[config.mk]
export PLATFORM = sky130hd
export DESIGN_NAME = float_to_decimal_text
export DESIGN_NICKNAME = d
export VERILOG_FILES = /design/src/rtl/ftdt_pkg.sv /design/src/rtl/float_to_decimal_text.sv /design/src/rtl/ftdt_queue.sv /design/src/rtl/ftdt_front.sv /design/src/rtl/ftdt_core.sv
export SDC_FILE = /design/constraint.sdc
export NUM_CORES = 1
export LEC_CHECK = 0
export ABC_AREA = 1
export BUFFER_PORTS_ARGS = -buffer_cell sky130_fd_sc_hd__buf_2
export CAP_MARGIN = 10
export CORE_MARGIN = 3
export CORE_UTILIZATION = 40
export DETAILED_ROUTE_END_ITERATION = 8
export RECOVER_POWER = 25
export SETUP_SLACK_MARGIN = 0.4
export SYNTH_ARGS = -nofsm -noshare
export SYNTH_HDL_FRONTEND = slang
export SYNTH_SLANG_ARGS = --single-unit
[constraint.sdc]
create_clock -name clock -period 11.05 [get_ports clock]
set_input_delay 0 -clock clock [delete_from_list [all_inputs] [get_ports clock]]
set_output_delay 0 -clock clock [all_outputs]
set_load 0.05 [all_outputs]
[src/rtl/ftdt_pkg.sv]
`timescale 1ns / 1ps
package ftdt_pkg;

   // Default for the largest number of significant digits printed.
   localparam int MAX_SIG_DIGITS_DEF = 23;

   localparam logic [4:0] DIGITS_RESET = 5'd3;
   localparam logic signed [7:0] NDIG_DEFAULT = 8'sd7;

   localparam logic [6:0] CHAR_NUL   = 7'h00;
   localparam logic [6:0] CHAR_ZERO  = 7'h30;
   localparam logic [6:0] CHAR_POINT = 7'h2E;
   localparam logic [6:0] CHAR_MINUS = 7'h2D;

   localparam logic signed [9:0] EXP_MIN_NORM = -10'sd126;
   localparam logic signed [9:0] EXP_BIAS = 10'sd127;
   localparam logic [23:0] MANT_ONE = 24'h800000;
   localparam logic [23:0] MANT_TEN = 24'hA00000;

   // One classified input value: mantissa with hidden bit, unbiased exponent.
   typedef struct packed {
      logic                not_finite;
      logic                neg;
      logic [23:0]         mant;
      logic signed [9:0]   expo;
   } ftdt_item_type;

   // One character of output text.
   typedef struct packed {
      logic [6:0] code;
      logic       last;
      logic       not_finite;
   } ftdt_char_type;

endpackage

[src/rtl/float_to_decimal_text.sv]
`timescale 1ns / 1ps
// Converts IEEE single-precision values to fixed-point decimal text, one ASCII
// character per result transfer, the final character of each number flagged by
// last_char. Infinity and NaN give a single result with not_finite set. Items
// are taken one at a time by the conversion engine; a two-entry queue on each
// side lets the input accept ahead and the output hold finished characters.
// Per item, scaling runs multiply-by-ten steps (multiply, round, normalise) or
// divide-by-ten steps (five passes of the 8-bit-per-cycle divider plus rounding
// and normalising), then one such divide for each digit after the first builds the
// rounding term, and then the characters are emitted with a multiply after each digit.
module float_to_decimal_text #(
   parameter int MAX_SIG_DIGITS = ftdt_pkg::MAX_SIG_DIGITS_DEF
) (
   input  logic        clock,
   input  logic        reset,
   input  logic        req_push,
   output logic        req_full,
   input  logic [31:0] req_value_bits,
   output logic        rsp_empty,
   input  logic        rsp_pop,
   output logic [6:0]  rsp_char_code,
   output logic        rsp_last_char,
   output logic        rsp_not_finite,
   input  logic        csr_valid,
   output logic        csr_ready,
   input  logic [4:0]  csr_digits_after_point
);
   import ftdt_pkg::*;

   localparam int CharBits = $bits(ftdt_char_type);

   logic [4:0]          digits_ff;
   logic                item_valid;
   logic                item_pop;
   ftdt_item_type       item;
   logic                out_full;
   logic                out_push;
   ftdt_char_type       out_char;
   logic [CharBits-1:0] rsp_data;
   ftdt_char_type       rsp_char;

   assign csr_ready = 1'b1;

   always_ff @(posedge clock) begin
      if (reset) begin
         digits_ff <= DIGITS_RESET;
      end else if (csr_valid && csr_ready) begin
         digits_ff <= csr_digits_after_point;
      end
   end

   ftdt_front u_front (
      .clock          (clock),
      .reset          (reset),
      .req_push       (req_push),
      .req_value_bits (req_value_bits),
      .req_full       (req_full),
      .item_pop       (item_pop),
      .item_valid     (item_valid),
      .item           (item)
   );

   ftdt_core #(.MAX_SIG_DIGITS(MAX_SIG_DIGITS)) u_core (
      .clock      (clock),
      .reset      (reset),
      .item_valid (item_valid),
      .item       (item),
      .item_pop   (item_pop),
      .prec       (digits_ff),
      .out_full   (out_full),
      .out_push   (out_push),
      .out_char   (out_char)
   );

   ftdt_queue #(.WIDTH(CharBits)) u_out_queue (
      .clock     (clock),
      .reset     (reset),
      .push      (out_push),
      .push_data (out_char),
      .full      (out_full),
      .pop       (rsp_pop),
      .pop_data  (rsp_data),
      .empty     (rsp_empty)
   );

   assign rsp_char       = ftdt_char_type'(rsp_data);
   assign rsp_char_code  = rsp_char.code;
   assign rsp_last_char  = rsp_char.last;
   assign rsp_not_finite = rsp_char.not_finite;

endmodule

[src/rtl/ftdt_queue.sv]
`timescale 1ns / 1ps
module ftdt_queue #(
   parameter int WIDTH = 8
) (
   input  logic             clock,
   input  logic             reset,
   input  logic             push,
   input  logic [WIDTH-1:0] push_data,
   output logic             full,
   input  logic             pop,
   output logic [WIDTH-1:0] pop_data,
   output logic             empty
);
   localparam logic [1:0] FULL_COUNT = 2'd2;

   logic [WIDTH-1:0] entry_ff [2];
   logic             wptr_ff;
   logic             rptr_ff;
   logic [1:0]       count_ff;
   logic             do_push;
   logic             do_pop;

   assign full     = (count_ff == FULL_COUNT);
   assign empty    = (count_ff == 2'd0);
   assign do_push  = push && !full;
   assign do_pop   = pop && !empty;
   assign pop_data = entry_ff[rptr_ff];

   always_ff @(posedge clock) begin
      if (do_push) begin
         entry_ff[wptr_ff] <= push_data;
      end
      if (reset) begin
         wptr_ff  <= 1'b0;
         rptr_ff  <= 1'b0;
         count_ff <= 2'd0;
      end else begin
         if (do_push) begin
            wptr_ff <= !wptr_ff;
         end
         if (do_pop) begin
            rptr_ff <= !rptr_ff;
         end
         count_ff <= count_ff + {1'b0, do_push} - {1'b0, do_pop};
      end
   end

endmodule

[src/rtl/ftdt_front.sv]
`timescale 1ns / 1ps
module ftdt_front (
   input  logic                   clock,
   input  logic                   reset,
   input  logic                   req_push,
   input  logic [31:0]            req_value_bits,
   output logic                   req_full,
   input  logic                   item_pop,
   output logic                   item_valid,
   output ftdt_pkg::ftdt_item_type item
);
   import ftdt_pkg::*;

   localparam int ItemBits = $bits(ftdt_item_type);

   logic [7:0]      exp_field;
   ftdt_item_type   cls;
   logic [ItemBits-1:0] q_data;
   logic            q_empty;

   assign exp_field = req_value_bits[30:23];

   // Unpack to hidden-bit mantissa and unbiased exponent; subnormals sit at the
   // minimum exponent with the hidden bit clear. Negative zero loses its sign.
   always_comb begin
      cls.not_finite = &exp_field;
      cls.neg        = req_value_bits[31] && (|req_value_bits[30:0]);
      cls.mant       = {(|exp_field), req_value_bits[22:0]};
      cls.expo       = (exp_field == 8'd0) ? EXP_MIN_NORM
                       : ($signed({2'b00, exp_field}) - EXP_BIAS);
   end

   ftdt_queue #(.WIDTH(ItemBits)) u_queue (
      .clock     (clock),
      .reset     (reset),
      .push      (req_push),
      .push_data (cls),
      .full      (req_full),
      .pop       (item_pop),
      .pop_data  (q_data),
      .empty     (q_empty)
   );

   assign item_valid = !q_empty;
   assign item       = ftdt_item_type'(q_data);

endmodule

[src/rtl/ftdt_core.sv]
`timescale 1ns / 1ps
module ftdt_core #(
   parameter int MAX_SIG_DIGITS = ftdt_pkg::MAX_SIG_DIGITS_DEF
) (
   input  logic                    clock,
   input  logic                    reset,
   input  logic                    item_valid,
   input  ftdt_pkg::ftdt_item_type item,
   output logic                    item_pop,
   input  logic [4:0]              prec,
   input  logic                    out_full,
   output logic                    out_push,
   output ftdt_pkg::ftdt_char_type out_char
);
   import ftdt_pkg::*;

   typedef enum logic [4:0] {
      S_IDLE, S_NORM, S_SCALE_UP, S_SCALE_DN, S_YLOOP, S_DIV, S_ROUND, S_HALF,
      S_ADD, S_CARRY, S_SIGN, S_LEAD, S_LPT, S_ZERO, S_DIG, S_DPT, S_DMUL
   } state_type;

   state_type         state_ff;
   state_type         ret_ff;
   logic [23:0]       xm_ff;
   logic signed [9:0] xe_ff;
   logic [23:0]       ym_ff;
   logic signed [9:0] ye_ff;
   logic              dst_ff;       // operation target: 1 selects y
   logic              neg_ff;
   logic signed [7:0] ie_ff;
   logic signed [7:0] ndig_ff;
   logic signed [7:0] cnt_ff;
   logic signed [7:0] zc_ff;
   logic              dpt_last_ff;
   logic [27:0]       opm_ff;
   logic              ops_ff;
   logic signed [9:0] ope_ff;
   logic [39:0]       divd_ff;
   logic [29:0]       divq_ff;
   logic [3:0]        rem_ff;
   logic [2:0]        dstep_ff;

   // Datapath results.
   logic signed [7:0] ndig_init;
   logic [27:0]       mul_p;
   logic [27:0]       mul_m;
   logic signed [9:0] mul_e;
   logic [7:0]        div_bits;
   logic [3:0]        div_rem;
   logic [4:0]        div_r5;
   logic [29:0]       div_q;
   logic [27:0]       div_m;
   logic              div_s;
   logic signed [9:0] div_e;
   logic signed [9:0] src_e;
   logic signed [9:0] rsh_full;
   logic              rnd_sub;
   logic [4:0]        rnd_shamt;
   logic [31:0]       rnd_sh;
   logic              rnd_lost;
   logic              rnd_up;
   logic [24:0]       rnd_sum;
   logic [23:0]       rnd_m;
   logic signed [9:0] rnd_e;
   logic [23:0]       nrm_src;
   logic signed [9:0] nrm_src_e;
   logic              nrm_done;
   logic [23:0]       nrm_m;
   logic signed [9:0] nrm_e;
   logic signed [9:0] add_d;
   logic              add_far;
   logic [26:0]       add_ya;
   logic [26:0]       add_yal;
   logic              add_st;
   logic [27:0]       add_sum;
   logic [27:0]       add_m;
   logic signed [9:0] add_e;
   logic              x_zero;
   logic              x_lt1;
   logic              x_ge10;
   logic              x_ge1;
   logic [4:0]        dig_sh;
   logic [3:0]        dig_k;
   logic [23:0]       dig_frac;
   logic signed [7:0] ie_pt;
   logic              emit_valid;
   ftdt_char_type     emit_char;

   assign ndig_init = (prec == 5'd0) ? NDIG_DEFAULT
                      : ((int'(prec) > MAX_SIG_DIGITS - 1) ? 8'(MAX_SIG_DIGITS)
                      : $signed({3'b000, prec} + 8'd1));

   // Multiply x by ten exactly, then line the product up for rounding.
   assign mul_p = {1'b0, xm_ff, 3'b000} + {3'b000, xm_ff, 1'b0};
   assign mul_m = mul_p[27] ? mul_p : {mul_p[26:0], 1'b0};
   assign mul_e = xe_ff + (mul_p[27] ? 10'sd4 : 10'sd3);

   // Divide by ten: eight restoring steps per cycle on a four-bit remainder.
   always_comb begin
      div_rem = rem_ff;
      div_r5  = '0;
      for (int j = 0; j < 8; j++) begin
         div_r5 = {div_rem, divd_ff[39-j]};
         if (div_r5 >= 5'd10) begin
            div_bits[7-j] = 1'b1;
            div_r5 = div_r5 - 5'd10;
         end else begin
            div_bits[7-j] = 1'b0;
         end
         div_rem = div_r5[3:0];
      end
   end

   assign src_e = dst_ff ? ye_ff : xe_ff;
   assign div_q = {divq_ff[21:0], div_bits};
   always_comb begin
      if (div_q[29]) begin
         div_m = div_q[29:2];
         div_s = (|div_q[1:0]) || (div_rem != 4'd0);
         div_e = src_e - 10'sd3;
      end else begin
         div_m = div_q[28:1];
         div_s = div_q[0] || (div_rem != 4'd0);
         div_e = src_e - 10'sd4;
      end
   end

   // Round to nearest even; below the normal range the grid is coarser.
   assign rsh_full  = EXP_MIN_NORM - ope_ff;
   assign rnd_sub   = (ope_ff < EXP_MIN_NORM);
   assign rnd_shamt = !rnd_sub ? 5'd0 : ((rsh_full > 10'sd31) ? 5'd31 : rsh_full[4:0]);
   assign rnd_sh    = {4'b0000, opm_ff} >> rnd_shamt;
   assign rnd_lost  = |({4'b0000, opm_ff} & ((32'd1 << rnd_shamt) - 32'd1));
   assign rnd_up    = rnd_sh[3] && ((|rnd_sh[2:0]) || ops_ff || rnd_lost || rnd_sh[4]);
   assign rnd_sum   = {1'b0, rnd_sh[27:4]} + {24'd0, rnd_up};
   assign rnd_m     = rnd_sum[24] ? rnd_sum[24:1] : rnd_sum[23:0];
   assign rnd_e     = (rnd_sub ? EXP_MIN_NORM : ope_ff) + (rnd_sum[24] ? 10'sd1 : 10'sd0);

   assign nrm_src   = dst_ff ? ym_ff : xm_ff;
   assign nrm_src_e = dst_ff ? ye_ff : xe_ff;
   assign nrm_done  = (nrm_src == 24'd0) || nrm_src[23];
   always_comb begin
      if (nrm_src[23:16] == 8'd0) begin
         nrm_m = {nrm_src[15:0], 8'd0};
         nrm_e = nrm_src_e - 10'sd8;
      end else if (nrm_src[23:20] == 4'd0) begin
         nrm_m = {nrm_src[19:0], 4'd0};
         nrm_e = nrm_src_e - 10'sd4;
      end else begin
         nrm_m = {nrm_src[22:0], 1'b0};
         nrm_e = nrm_src_e - 10'sd1;
      end
   end

   // x + y with three guard bits; y is always the smaller operand here.
   assign add_d   = xe_ff - ye_ff;
   assign add_far = (add_d > 10'sd26);
   assign add_ya  = {ym_ff, 3'b000};
   assign add_yal = add_far ? 27'd0 : (add_ya >> add_d[4:0]);
   assign add_st  = add_far ? (ym_ff != 24'd0)
                    : (|(add_ya & ((27'd1 << add_d[4:0]) - 27'd1)));
   assign add_sum = {1'b0, xm_ff, 3'b000} + {1'b0, add_yal[26:1], add_yal[0] | add_st};
   assign add_m   = add_sum[27] ? add_sum : {add_sum[26:0], 1'b0};
   assign add_e   = xe_ff + (add_sum[27] ? 10'sd1 : 10'sd0);

   assign x_zero = (xm_ff == 24'd0);
   assign x_lt1  = !x_zero && (xe_ff < 10'sd0);
   assign x_ge1  = !x_zero && (xe_ff >= 10'sd0);
   assign x_ge10 = !x_zero && ((xe_ff > 10'sd3) || ((xe_ff == 10'sd3) && (xm_ff >= MANT_TEN)));

   assign dig_sh   = 5'd23 - xe_ff[4:0];
   assign dig_k    = x_ge1 ? 4'(xm_ff >> dig_sh) : 4'd0;
   assign dig_frac = x_ge1 ? (xm_ff & ((24'd1 << dig_sh) - 24'd1)) : xm_ff;

   assign ie_pt = (ndig_ff < 8'sd0) ? (ie_ff - ndig_ff) : ie_ff;

   always_comb begin
      emit_valid = 1'b0;
      emit_char  = '{code: CHAR_NUL, last: 1'b0, not_finite: 1'b0};
      case (state_ff)
         S_IDLE: begin
            if (item_valid && item.not_finite) begin
               emit_valid = 1'b1;
               emit_char  = '{code: CHAR_NUL, last: 1'b1, not_finite: 1'b1};
            end
         end
         S_SIGN: begin
            emit_valid     = neg_ff;
            emit_char.code = CHAR_MINUS;
         end
         S_LEAD: begin
            emit_valid     = (ie_ff < 8'sd0);
            emit_char.code = CHAR_ZERO;
         end
         S_LPT: begin
            emit_valid     = 1'b1;
            emit_char.code = CHAR_POINT;
            emit_char.last = (zc_ff <= 8'sd0) && (ndig_ff <= 8'sd0);
         end
         S_ZERO: begin
            emit_valid     = (zc_ff > 8'sd0);
            emit_char.code = CHAR_ZERO;
            emit_char.last = (zc_ff == 8'sd1) && (ndig_ff <= 8'sd0);
         end
         S_DIG: begin
            emit_valid     = (cnt_ff < ndig_ff);
            emit_char.code = CHAR_ZERO + {3'b000, dig_k};
            emit_char.last = (cnt_ff == ndig_ff - 8'sd1) && (cnt_ff != ie_ff);
         end
         S_DPT: begin
            emit_valid     = 1'b1;
            emit_char.code = CHAR_POINT;
            emit_char.last = dpt_last_ff;
         end
         default: begin
            emit_valid = 1'b0;
         end
      endcase
   end

   assign out_push = emit_valid && !out_full;
   assign out_char = emit_char;
   assign item_pop = (state_ff == S_IDLE) && item_valid && (!item.not_finite || !out_full);

   always_ff @(posedge clock) begin
      if (reset) begin
         state_ff <= S_IDLE;
         ret_ff   <= S_IDLE;
      end else begin
         case (state_ff)
            S_IDLE: begin
               if (item_pop && !item.not_finite) begin
                  xm_ff    <= item.mant;
                  xe_ff    <= item.expo;
                  neg_ff   <= item.neg;
                  ie_ff    <= 8'sd0;
                  ndig_ff  <= ndig_init;
                  dst_ff   <= 1'b0;
                  ret_ff   <= S_SCALE_UP;
                  state_ff <= S_NORM;
               end
            end
            S_NORM: begin
               if (nrm_done) begin
                  state_ff <= ret_ff;
               end else if (dst_ff) begin
                  ym_ff <= nrm_m;
                  ye_ff <= nrm_e;
               end else begin
                  xm_ff <= nrm_m;
                  xe_ff <= nrm_e;
               end
            end
            S_SCALE_UP: begin
               if (x_lt1) begin
                  opm_ff   <= mul_m;
                  ops_ff   <= 1'b0;
                  ope_ff   <= mul_e;
                  dst_ff   <= 1'b0;
                  ie_ff    <= ie_ff - 8'sd1;
                  ret_ff   <= S_SCALE_UP;
                  state_ff <= S_ROUND;
               end else begin
                  state_ff <= S_SCALE_DN;
               end
            end
            S_SCALE_DN: begin
               if (x_ge10) begin
                  divd_ff  <= {7'd0, xm_ff, 9'd0};
                  divq_ff  <= '0;
                  rem_ff   <= '0;
                  dstep_ff <= '0;
                  dst_ff   <= 1'b0;
                  ie_ff    <= ie_ff + 8'sd1;
                  ret_ff   <= S_SCALE_DN;
                  state_ff <= S_DIV;
               end else begin
                  ndig_ff  <= ndig_ff + ie_ff;
                  ym_ff    <= MANT_ONE;
                  ye_ff    <= 10'sd0;
                  cnt_ff   <= 8'sd1;
                  state_ff <= S_YLOOP;
               end
            end
            S_YLOOP: begin
               if (cnt_ff < ndig_ff) begin
                  cnt_ff <= cnt_ff + 8'sd1;
                  if (ym_ff != 24'd0) begin
                     divd_ff  <= {7'd0, ym_ff, 9'd0};
                     divq_ff  <= '0;
                     rem_ff   <= '0;
                     dstep_ff <= '0;
                     dst_ff   <= 1'b1;
                     ret_ff   <= S_YLOOP;
                     state_ff <= S_DIV;
                  end
               end else begin
                  state_ff <= S_HALF;
               end
            end
            S_DIV: begin
               divd_ff  <= {divd_ff[31:0], 8'd0};
               divq_ff  <= div_q;
               rem_ff   <= div_rem;
               dstep_ff <= dstep_ff + 3'd1;
               if (dstep_ff == 3'd4) begin
                  opm_ff   <= div_m;
                  ops_ff   <= div_s;
                  ope_ff   <= div_e;
                  state_ff <= S_ROUND;
               end
            end
            S_ROUND: begin
               if (dst_ff) begin
                  ym_ff <= rnd_m;
                  ye_ff <= rnd_e;
               end else begin
                  xm_ff <= rnd_m;
                  xe_ff <= rnd_e;
               end
               state_ff <= S_NORM;
            end
            S_HALF: begin
               if (ym_ff != 24'd0) begin
                  opm_ff   <= {ym_ff, 4'd0};
                  ops_ff   <= 1'b0;
                  ope_ff   <= ye_ff - 10'sd1;
                  dst_ff   <= 1'b1;
                  ret_ff   <= S_ADD;
                  state_ff <= S_ROUND;
               end else begin
                  state_ff <= S_ADD;
               end
            end
            S_ADD: begin
               if (x_zero) begin
                  opm_ff <= {ym_ff, 4'd0};
                  ope_ff <= ye_ff;
               end else if (ym_ff == 24'd0) begin
                  opm_ff <= {xm_ff, 4'd0};
                  ope_ff <= xe_ff;
               end else begin
                  opm_ff <= add_m;
                  ope_ff <= add_e;
               end
               ops_ff   <= 1'b0;
               dst_ff   <= 1'b0;
               ret_ff   <= S_CARRY;
               state_ff <= S_ROUND;
            end
            S_CARRY: begin
               // A carry to ten restarts from exactly one; the digit count stays.
               if (x_ge10) begin
                  xm_ff <= MANT_ONE;
                  xe_ff <= 10'sd0;
                  ie_ff <= ie_ff + 8'sd1;
               end
               cnt_ff   <= 8'sd0;
               state_ff <= S_SIGN;
            end
            S_SIGN: begin
               if (!neg_ff || !out_full) begin
                  state_ff <= S_LEAD;
               end
            end
            S_LEAD: begin
               if (ie_ff >= 8'sd0) begin
                  state_ff <= S_DIG;
               end else if (!out_full) begin
                  zc_ff    <= -8'sd1 - ie_pt;
                  state_ff <= S_LPT;
               end
            end
            S_LPT: begin
               if (!out_full) begin
                  state_ff <= S_ZERO;
               end
            end
            S_ZERO: begin
               if (zc_ff <= 8'sd0) begin
                  state_ff <= S_DIG;
               end else if (!out_full) begin
                  zc_ff <= zc_ff - 8'sd1;
               end
            end
            S_DIG: begin
               if (cnt_ff >= ndig_ff) begin
                  state_ff <= S_IDLE;
               end else if (!out_full) begin
                  xm_ff  <= dig_frac;
                  dst_ff <= 1'b0;
                  ret_ff <= S_DMUL;
                  if (cnt_ff == ie_ff) begin
                     dpt_last_ff <= (cnt_ff == ndig_ff - 8'sd1);
                     state_ff    <= S_DPT;
                  end else begin
                     state_ff <= S_NORM;
                  end
               end
            end
            S_DPT: begin
               if (!out_full) begin
                  state_ff <= S_NORM;
               end
            end
            S_DMUL: begin
               cnt_ff <= cnt_ff + 8'sd1;
               if (!x_zero) begin
                  opm_ff   <= mul_m;
                  ops_ff   <= 1'b0;
                  ope_ff   <= mul_e;
                  ret_ff   <= S_DIG;
                  state_ff <= S_ROUND;
               end else begin
                  state_ff <= S_DIG;
               end
            end
            default: begin
               state_ff <= S_IDLE;
            end
         endcase
      end
   end

`ifndef SYNTHESIS
   a_push_room: assert property (@(posedge clock) disable iff (reset)
      out_push |-> !out_full)
      else $error("character transfer issued into a full queue");

   a_scale_norm: assert property (@(posedge clock) disable iff (reset)
      (state_ff == S_SCALE_DN && !x_zero) |-> xm_ff[23])
      else $error("x not normalised during scaling");

   a_digit_range: assert property (@(posedge clock) disable iff (reset)
      (state_ff == S_DIG && !x_zero) |-> (xm_ff[23] && xe_ff <= 10'sd3))
      else $error("digit source outside [0,16)");
`endif

endmodule
==> metrics.yaml <==
synthArstFlopShare_pct: 0
final_cells: 4780
drtIter0Drc: 3847
core_um2: 67800
clk_pin_slew_ps: 70
antenna_cells: 0
status: "finished, violations left"
crit_arrival_ps: 9260
switching_share_pct: 51.1
maxCapViolations: 3
crit_type: "reg2reg"
synth_nets: 4029
synth_cells: 3854
tns_ps: 0
num_rows: 95
synth_area_leaders: "edfxtp_1 31%, nand2_1 11%, o21ai_0 6.4%"
synth_top_family_by_area: "simple AND/OR/NAND/NOR gates"
grt_pass1_vias: 25700
hold_violations: 1
synth_area_leader_cell: "edfxtp_1"
min_period_ps: 8940
final_cell_mix: "842 x nand2_1, 435 x inv_1, 372 x nor2_1"
gp_congestion: 1.03
setup_slack_ps: 2110
dp_hpwl_um: 84700
ctsLongestPathBuffers: 3
p_seq_share_pct: 23.6
nFillCells: 7053
cts_tree: "done"
relSlewSlack_pct: -98.2
h-tree-depth: 2
seq_area_frac_synth_pct: 33.1
grt_max_degree: 61
fmax_mhz: 112
area_growth_pct: 10.4
hold-path-cell-count: 3
dieArea_um2: 72200
drive_above_1_share_pct: 6.48
cp.required_ps: 11370
synth_enable_flop_cells: 288
end_kind: "flop"
finalCritPeriodShare_pct: 80.9
placedInstanceArea_um2: 28700
grt_first_pass_wirelength_um: 163000
grt_usage_pct: 29.9
hold_ws_ps: -88.0
synth_compound_area_share_pct: 19.8
cts_resized: 0
p_leak_nw: 12.8
r2r-end: "u_core.ope_ff[7]$_DFFE_PP_"
ys_types: 77
r2r-start: "u_core.xe_ff[0]$_DFFE_PP_"
worst_pin_slew_ps: 2960
port_buffers: 51
clock_skew_ps: 33.5
synth_top_area_share_pct: 31.3
min_path_type: "in2reg"
grt-ovfl-total: 0
dr_total_vias: 28300
clkPwrFrac_pct: 17.5
synth_xor_area_share_pct: 4.12
yosys.area_share.simple_pct: 26.7
worstRegToRegCells: 41
final_nets: 4052
cts_made_buffers: 38
routedWlPerCell_um: 23.0
final_common_cell: "nand2_1"
hp-start: "req_push"
hold_end: "u_front.u_queue.wptr_ff$_SDFFE_PP0P_"
p_int_mw: 3.83
yosys.area_share.adder_pct: 6.22
wl_um: 110000
initial_core_util_pct: 40.8
synthFlopType: "edfxtp_1"
cp_max_fo: 49
insertion_delay_ps: 580
vdd_ir_drop_max_mv: 0.186
path_common_cell: "nand2_1"
clock_sinks: 313
dp_slack_ps: 2180
ff2ff_setup_slack_ps: 2110
vias_per_cell: 5.92
post-place-cells: 4653
antenna_found_initial: 1
slowest_stage: "fa_1"
synth_mux_area_share_pct: 0.979
failed_checks: "hold timing, capacitance limit, slew limit"
slowest_delay_ps: 890
setup_viol: 0
mappedNetlistArea_um2: 27600
ios: 54
antenna_left: 0
syn_avg_cell_area_um2: 7.17
p_switching_mw: 4.00
drv_slew: 109
drc: 0
critPathLaunchType: "flop"
root_buffer: "clkbuf_16"
finish.instance_area_um2: 30500
rsz0062_at_grt: "no"
yosys_warnings: 0
drt-pass1-iter-count: 6
die_h_um: 269
p_comb_share_pct: 58.9
die_w_um: 269
ys_ff_latch: 313
p_per_area_nw_per_um2: 257
per-layer routing:
metal	GRT usage, %	vias to the layer above	routed length (um)
met1	43.9	13200	48100
met2	42.8	1537	44700
met3	6.13	211	12200
met4	11.8	0	4810
li1	-	13300	-
met5	0	-	0
sequential cells by signal, indices dropped and copies added (netlist names), 8 cells and up, named ones only:
register and cells:
u_out_queue.entry_ff 16, u_core.ye_ff 10, u_core.divq_ff 22, u_core.ie_ff 8, u_core.divd_ff 31, u_core.ndig_ff 8
u_front.u_queue.entry_ff 70, u_core.xe_ff 10, u_core.opm_ff 28, u_core.zc_ff 8, u_core.xm_ff 24, u_core.cnt_ff 8
u_core.ope_ff 10, u_core.ym_ff 24
per-stage QoR:
step	power (mW)	utilization, %
2_1_floorplan	4.88	-
3_3_place_gp	6.29	42.3
3_5_place_dp	6.27	42.3
4_1_cts	7.66	45.1
5_1_grt	8.32	45.0
6_report	7.83	45.0
logic make-up after synthesis:
family	Yosys count
muxes	26
AOI/OAI and AO/OA	915
buffers and inverters	645
adders and majority gates	133
and+or+nand+nor	1690
DFF	313
xor gates and xnor gates	130
other	2
power groups by stage:
stage / combinational [mW] / sequential (mW) / clock, mW
CTS: 4.45 / 1.83 / 1.38
floorplan: 3.15 / 1.74 / 0
global placement: 4.43 / 1.85 / 0
global route: 5.04 / 1.86 / 1.43
finish: 4.61 / 1.85 / 1.37
detailed placement: 4.42 / 1.85 / 0
critical path, delay by kind of cell (launching register included):
kind	cells	cell delay, ps
compound gates	17	3170
simple gates	14	2130
fa+ha+maj	4	1660
buf+inv	6	1310
flops	1	360
how the worst max path moves through the flow:
stage / start / to / slack (ps) / cells past startpoint
2_1_floorplan: u_core.xe_ff[0]$_DFFE_PP_ / u_core.ope_ff[8]$_DFFE_PP_ / 3780 / 47
3_3_place_gp: u_core.xe_ff[0]$_DFFE_PP_ / u_core.ope_ff[7]$_DFFE_PP_ / 2340 / 41
3_5_place_dp: u_core.xe_ff[0]$_DFFE_PP_ / u_core.ope_ff[7]$_DFFE_PP_ / 2180 / 41
4_1_cts: u_core.xe_ff[0]$_DFFE_PP_ / u_core.ope_ff[7]$_DFFE_PP_ / 2130 / 41
5_1_grt: u_core.xe_ff[0]$_DFFE_PP_ / u_core.ope_ff[8]$_DFFE_PP_ / 1130 / 41
6_report: u_core.xe_ff[0]$_DFFE_PP_ / u_core.ope_ff[7]$_DFFE_PP_ / 2110 / 41
final cells by class:
type / instances / area (um2) / share of cell area, %
clock buffer: 43 / 991 / 3.25
clock inverter: 27 / 338 / 1.11
inverter: 479 / 1800 / 5.90
multi-input combinational: 2896 / 16000 / 52.6
sequential: 313 / 9150 / 30.0
tap: 873 / 1090 / 3.58
timing repair buffer: 149 / 1070 / 3.53
Yosys cell counts (8+ instances only):
master       n
nand2_2     26
nand4_1     60
a31oi_1     20
xnor2_1     48
o2111ai_1   26
ha_1       126
nor2_1     378
nand3b_1    28
nor2_2       9
o21ai_0    355
o221ai_1    26
edfxtp_1   288
nor3_1      58
mux2i_1     18
inv_1      435
nand3_1    204
o21ai_1     39
or2_2       19
o31ai_1     10
a211oi_1    13
mux2_2       8
o211ai_1    98
buf_2        8
nand2_1    842
xor2_1      82
o21bai_1    14
clkinv_1    16
clkbuf_1   136
dfxtp_1     25
a32oi_1     12
a21oi_1    188
inv_2       28
nor4_1      26
o22ai_1     52
buf_1       11
a22oi_1      8
timing repair:
action | in CTS | in global routing
setup buffers | 0 | 0
hold buffers | 56 | 0
endpoints found under the setup margin | 0 | 0
endpoints found under the hold margin | 87 | 0
No activity file was read; power rests on OpenSTA's default activity.
